**src/udpfb_pkg.sv**
```systemverilog
// Shared types and constants of the UDP/IPv4 frame builder.
// Depends on nothing; imported by the checksum unit, the top level and the checker.
`timescale 1ns / 1ps
`default_nettype none

package udpfb_pkg;

    localparam int HDR_LEN = 42;
    localparam int IP_UDP_HDR_LEN = 28;
    localparam int UDP_HDR_LEN = 8;

    localparam logic OP_APPEND = 1'b0;
    localparam logic OP_PULL = 1'b1;

    localparam logic [1:0] STATUS_OK = 2'd0;
    localparam logic [1:0] STATUS_DROPPED = 2'd1;
    localparam logic [1:0] STATUS_EMPTY = 2'd2;

    localparam logic [2:0] CFG_SRC_MAC = 3'd0;
    localparam logic [2:0] CFG_DST_MAC = 3'd1;
    localparam logic [2:0] CFG_SRC_IP = 3'd2;
    localparam logic [2:0] CFG_DST_IP = 3'd3;
    localparam logic [2:0] CFG_SRC_PORT = 3'd4;
    localparam logic [2:0] CFG_DST_PORT = 3'd5;

    localparam logic [15:0] ETH_TYPE_IPV4 = 16'h0800;
    localparam logic [7:0] IP_VER_IHL = 8'h45;
    localparam logic [7:0] IP_TTL = 8'd64;
    localparam logic [7:0] IP_PROTO_UDP = 8'd17;
    localparam logic [15:0] IP_FIXED_SUM = 16'h8511;

    typedef struct packed {
        logic [31:0] src_ip;
        logic [31:0] dst_ip;
        logic [15:0] src_port;
        logic [15:0] dst_port;
        logic [15:0] ip_len;
        logic [15:0] udp_len;
        logic [31:0] data_sum;
    } udpfb_csum_in_t;

    typedef struct packed {
        logic [15:0] ip_csum;
        logic [15:0] udp_csum;
    } udpfb_csum_out_t;

endpackage

`default_nettype wire

```
**src/udpfb_csum.sv**
```systemverilog
// Two-stage pipelined IPv4 header and UDP checksum unit with a final fold.
// Depends on udpfb_pkg; results pass through both registered stages, and the fold is combinational.
`timescale 1ns / 1ps
`default_nettype none

module udpfb_csum
    import udpfb_pkg::*;
(
    input  wire logic            aclk,
    input  wire udpfb_csum_in_t  csum_in,
    output udpfb_csum_out_t      csum_out
);

    logic [17:0] ip_pair_reg;
    logic [16:0] port_pair_reg;
    logic [15:0] ip_len_reg;
    logic [15:0] udp_len_reg;
    logic [31:0] data_sum_reg;
    logic [31:0] ip_sum_reg;
    logic [31:0] udp_sum_reg;

    function automatic logic [15:0] fold_invert(input logic [31:0] s);
        logic [16:0] s1;
        logic [16:0] s2;
        s1 = {1'b0, s[31:16]} + {1'b0, s[15:0]};
        s2 = s1 + {16'd0, s1[16]};
        return ~s2[15:0];
    endfunction

    always_ff @(posedge aclk) begin
        ip_pair_reg <= {2'b00, csum_in.src_ip[31:16]} + {2'b00, csum_in.src_ip[15:0]}
                     + {2'b00, csum_in.dst_ip[31:16]} + {2'b00, csum_in.dst_ip[15:0]};
        port_pair_reg <= {1'b0, csum_in.src_port} + {1'b0, csum_in.dst_port};
        ip_len_reg <= csum_in.ip_len;
        udp_len_reg <= csum_in.udp_len;
        data_sum_reg <= csum_in.data_sum;

        ip_sum_reg <= {14'd0, ip_pair_reg} + {16'd0, IP_FIXED_SUM} + {16'd0, ip_len_reg};
        udp_sum_reg <= {14'd0, ip_pair_reg} + {24'd0, IP_PROTO_UDP}
                     + {15'd0, udp_len_reg, 1'b0} + {15'd0, port_pair_reg} + data_sum_reg;
    end

    assign csum_out.ip_csum = fold_invert(ip_sum_reg);
    assign csum_out.udp_csum = fold_invert(udp_sum_reg);

endmodule

`default_nettype wire

```
**config.mk**
```make
export PLATFORM = sky130hd
export DESIGN_NAME = udpfb_csum
export DESIGN_NICKNAME = d
export VERILOG_FILES = /design/src/udpfb_pkg.sv /design/src/udpfb_csum.sv
export SDC_FILE = /design/constraint.sdc
export NUM_CORES = 1
export LEC_CHECK = 0
export ABC_CLOCK_PERIOD_IN_PS = 8500
export BUFFER_PORTS_ARGS = -buffer_cell sky130_fd_sc_hd__buf_2
export CAP_MARGIN = 20
export CORE_MARGIN = 3
export CORE_UTILIZATION = 30
export CTS_CLUSTER_SIZE = 14
export DETAILED_ROUTE_END_ITERATION = 7
export PLACE_DENSITY = 0.47
export SLEW_MARGIN = 10
export SYNTH_ARGS = -nofsm -noshare
export SYNTH_HDL_FRONTEND = slang
export SYNTH_SLANG_ARGS = --single-unit
```
**constraint.sdc**
```tcl
create_clock -name aclk -period 8.5 [get_ports aclk]
set_input_delay 1.275 -clock aclk [delete_from_list [all_inputs] [get_ports aclk]]
set_output_delay 1.275 -clock aclk [all_outputs]
set_load 0.02 [all_outputs]
```
==> run summary <==
outcome: finished, final reports clean
full die area: 37,500 um^2
Total GRT Usage: 0.143
Synth Net Count: 1,449
Ys Warns: 0
post-synth top area share: 0.284
Worst-path clk slew: 0.06 ns
CP Class: reg -> out
crit path buf inv count: 1
Synth area leaders: dfxtp_1 (28%), ha_1 (16%), fa_1 (13%)
Boundary Pins: 193
met1 WL: 11.4 mm
Routed WL: 26.6 mm
initial antenna violation count: 5
fin crit share: 0.617
vias per inst: 4.67
DRT iter0 DRCs: 294
Die Y: 194 um
largest area contributor in the netlist: dfxtp_1
FMAX: 0.191 GHz
Max Cap Viol: 0
worst endpoint required time: 7.22 ns
Die Wd: 194 um
Syn Inst Count: 1,088
Most common cell on crit path: ha_1
FILL cells: 3,540
final worst slack: 3.26 ns
setup bufs post-CTS: 0
crit path DAT: 3.97 ns
DRC violation count after routing: 0
Layout Nets: 1,650
# setup viols final: 0
setup TNS: 0 ns
hold crit path type: reg -> reg
Initial Utilization: 0.305
PortBufs: 192
number of global-route vias before repair: 8,470
row count: 68
slew margin rel.: 0.426
top-count cell post-synth: dfxtp_1
Post-synth EDFFs: 0
DR top layer: met5
Post-synth top cells: dfxtp_1 (150), inv_1 (138), ha_1 (131), fa_1 (69), xnor2_1 (65)
final core utilization: 0.367
syn_area_per_cell: 9.72 um^2
Main synth FF type: dfxtp_1
Post-CTS Resized: 0
Post-Route Skew: 0.0147 ns
core area: 34,600 um^2
final max-slew violation count: 0
Distinct cells, synth: 77
number of detailed-route iterations in the first pass: 4
RD Place Congestion: 0.818
crit path max-delay cell type: nor4_1
Hold Path Stages: 1
clock root buffer: clkbuf_16
Sink Count: 150
family with the most delay on the worst path: simple AND/OR/NAND/NOR gates
Routed WL per cell: 15.1 um
met2 WL: 13.8 mm
CTS tree: built
cts-stage hold buffer count: 0
RSZ-0062 raised after global routing: no
worst-path fanout max: 3
CP startpoint kind: flip-flop
first-pass GRT wire length: 42.9 mm
Clock Tree Buf Depth: 2
pre-CTS setup slack: 3.64 ns
Worst R2R Path Depth: 14
Async SR Flop Fraction: 0
Num CTS Buffers: 17
clock latency on the worst-skew pair: 0.43 ns
WL met3: 970 um
GRT overflow: 0
Slew @ Worst Pin: 0.854 ns
final instance area: 12,700 um^2
crit end category: primary output
post-layout minimum cycle time: 5.24 ns
HPWL Detailed: 22.9 mm
part of the Yosys area used for sequential elements: 0.284
Final Hold Violating Endpoints: 0
CP Depth: 16
CP max stage delay: 0.43 ns
layout cells sized above 1: 0.207
Clock H-tree levels: 4
CP cell instances: ha_1, fa_1, a211oi_1, o211a_1, nor4_1, o31ai_1, a21oi_1, o21ai_0, nand2b_1, ha_1, ha_1, nand4_1, nor4_4, nand3_1, xor2_1, buf_2
Post-Syn Area: 10,600 um^2
post-place instance area: 12,100 um^2
P&R area growth vs syn: 20.1%
Final ANT Viol Nets: 0
pin count of the biggest net entering global routing: 17
Yosys reg bits: 150
Via Count: 8,209
==> stage by stage <==
stage	cells	hold slack, ns
2_1_floorplan	1088	0.409
3_3_place_gp	1725	0.429
3_5_place_dp	1725	0.428
5_1_grt	1759	0.471
4_1_cts	1757	0.451
6_report	1759	0.453
==> worst reg2reg max path, cell delays in order (launching register included) <==
cell and delay [ns]:
dfxtp_1 0.33, inv_1 0.06, fa_1 0.53, inv_1 0.05, fa_1 0.46, ha_1 0.31
ha_1 0.25, fa_1 0.43, a21o_1 0.21, a221oi_1 0.35, a21oi_1 0.24, a2111oi_2 0.39
o31ai_1 0.13, buf_4 0.20, o311ai_2 0.29
==> kinds of logic (layout without fill, tap and decap cells) <==
family / count (synthesis) / in the layout / share of synthesized area
other: 0 / 2 / 0
AO/OA/AOI/OAI: 231 / 231 / 0.158
buffers and inverters: 149 / 363 / 0.0547
multiplexers: 1 / 1 / 0.000947
flip-flops: 150 / 150 / 0.284
XOR/XNOR: 98 / 98 / 0.0812
adder cells (fa/ha/maj): 200 / 200 / 0.286
AND/OR/NAND/NOR: 259 / 259 / 0.135
==> final cells by class <==
| class | count | area (um^2) | area share |
|---|---|---|---|
| Sequential cell | 150 | 3000 | 0.237 |
| Tap cell | 455 | 569 | 0.0448 |
| Clock buffer | 19 | 443 | 0.0349 |
| Clock inverter | 13 | 195 | 0.0154 |
| Antenna cell | 2 | 5.00 | 0.000394 |
| Multi-Input combinational cell | 789 | 6990 | 0.551 |
| Timing Repair Buffer | 193 | 968 | 0.0763 |
| Inverter | 138 | 518 | 0.0408 |
==> layer usage <==
| layer | vias up | global-route usage |
|---|---|---|
| li1 | 4205 | - |
| met1 | 3833 | 0.167 |
| met2 | 143 | 0.269 |
| met3 | 22 | 0.0280 |
| met4 | 6 | 0.0348 |
| met5 | - | 0 |
==> path summary, 6_finish.rpt <==
kind	startpoint	endpoint	slack (ns)
setup / recovery	udp_sum_reg[0]	csum_out[14]	3.26
hold / removal	data_sum_reg[31]	udp_sum_reg[31]	0.45
setup reg to reg	ip_pair_reg[2]	udp_sum_reg[24]	4.15
hold reg to reg	data_sum_reg[31]	udp_sum_reg[31]	0.45
==> cells in the final DEF, fill, tap and decap left out, types with 40 or more instances in the layout <==
master	count
buf_2	192
dfxtp_1	150
inv_1	138
ha_1	131
fa_1	69
xnor2_1	65
nand2_1	56
a21oi_1	54
nor2_1	47
o21ai_0	40
Power is left out: the tool's default activity adds up to more than one toggle a clock period on the data nets, which glitch-free logic cannot reach.
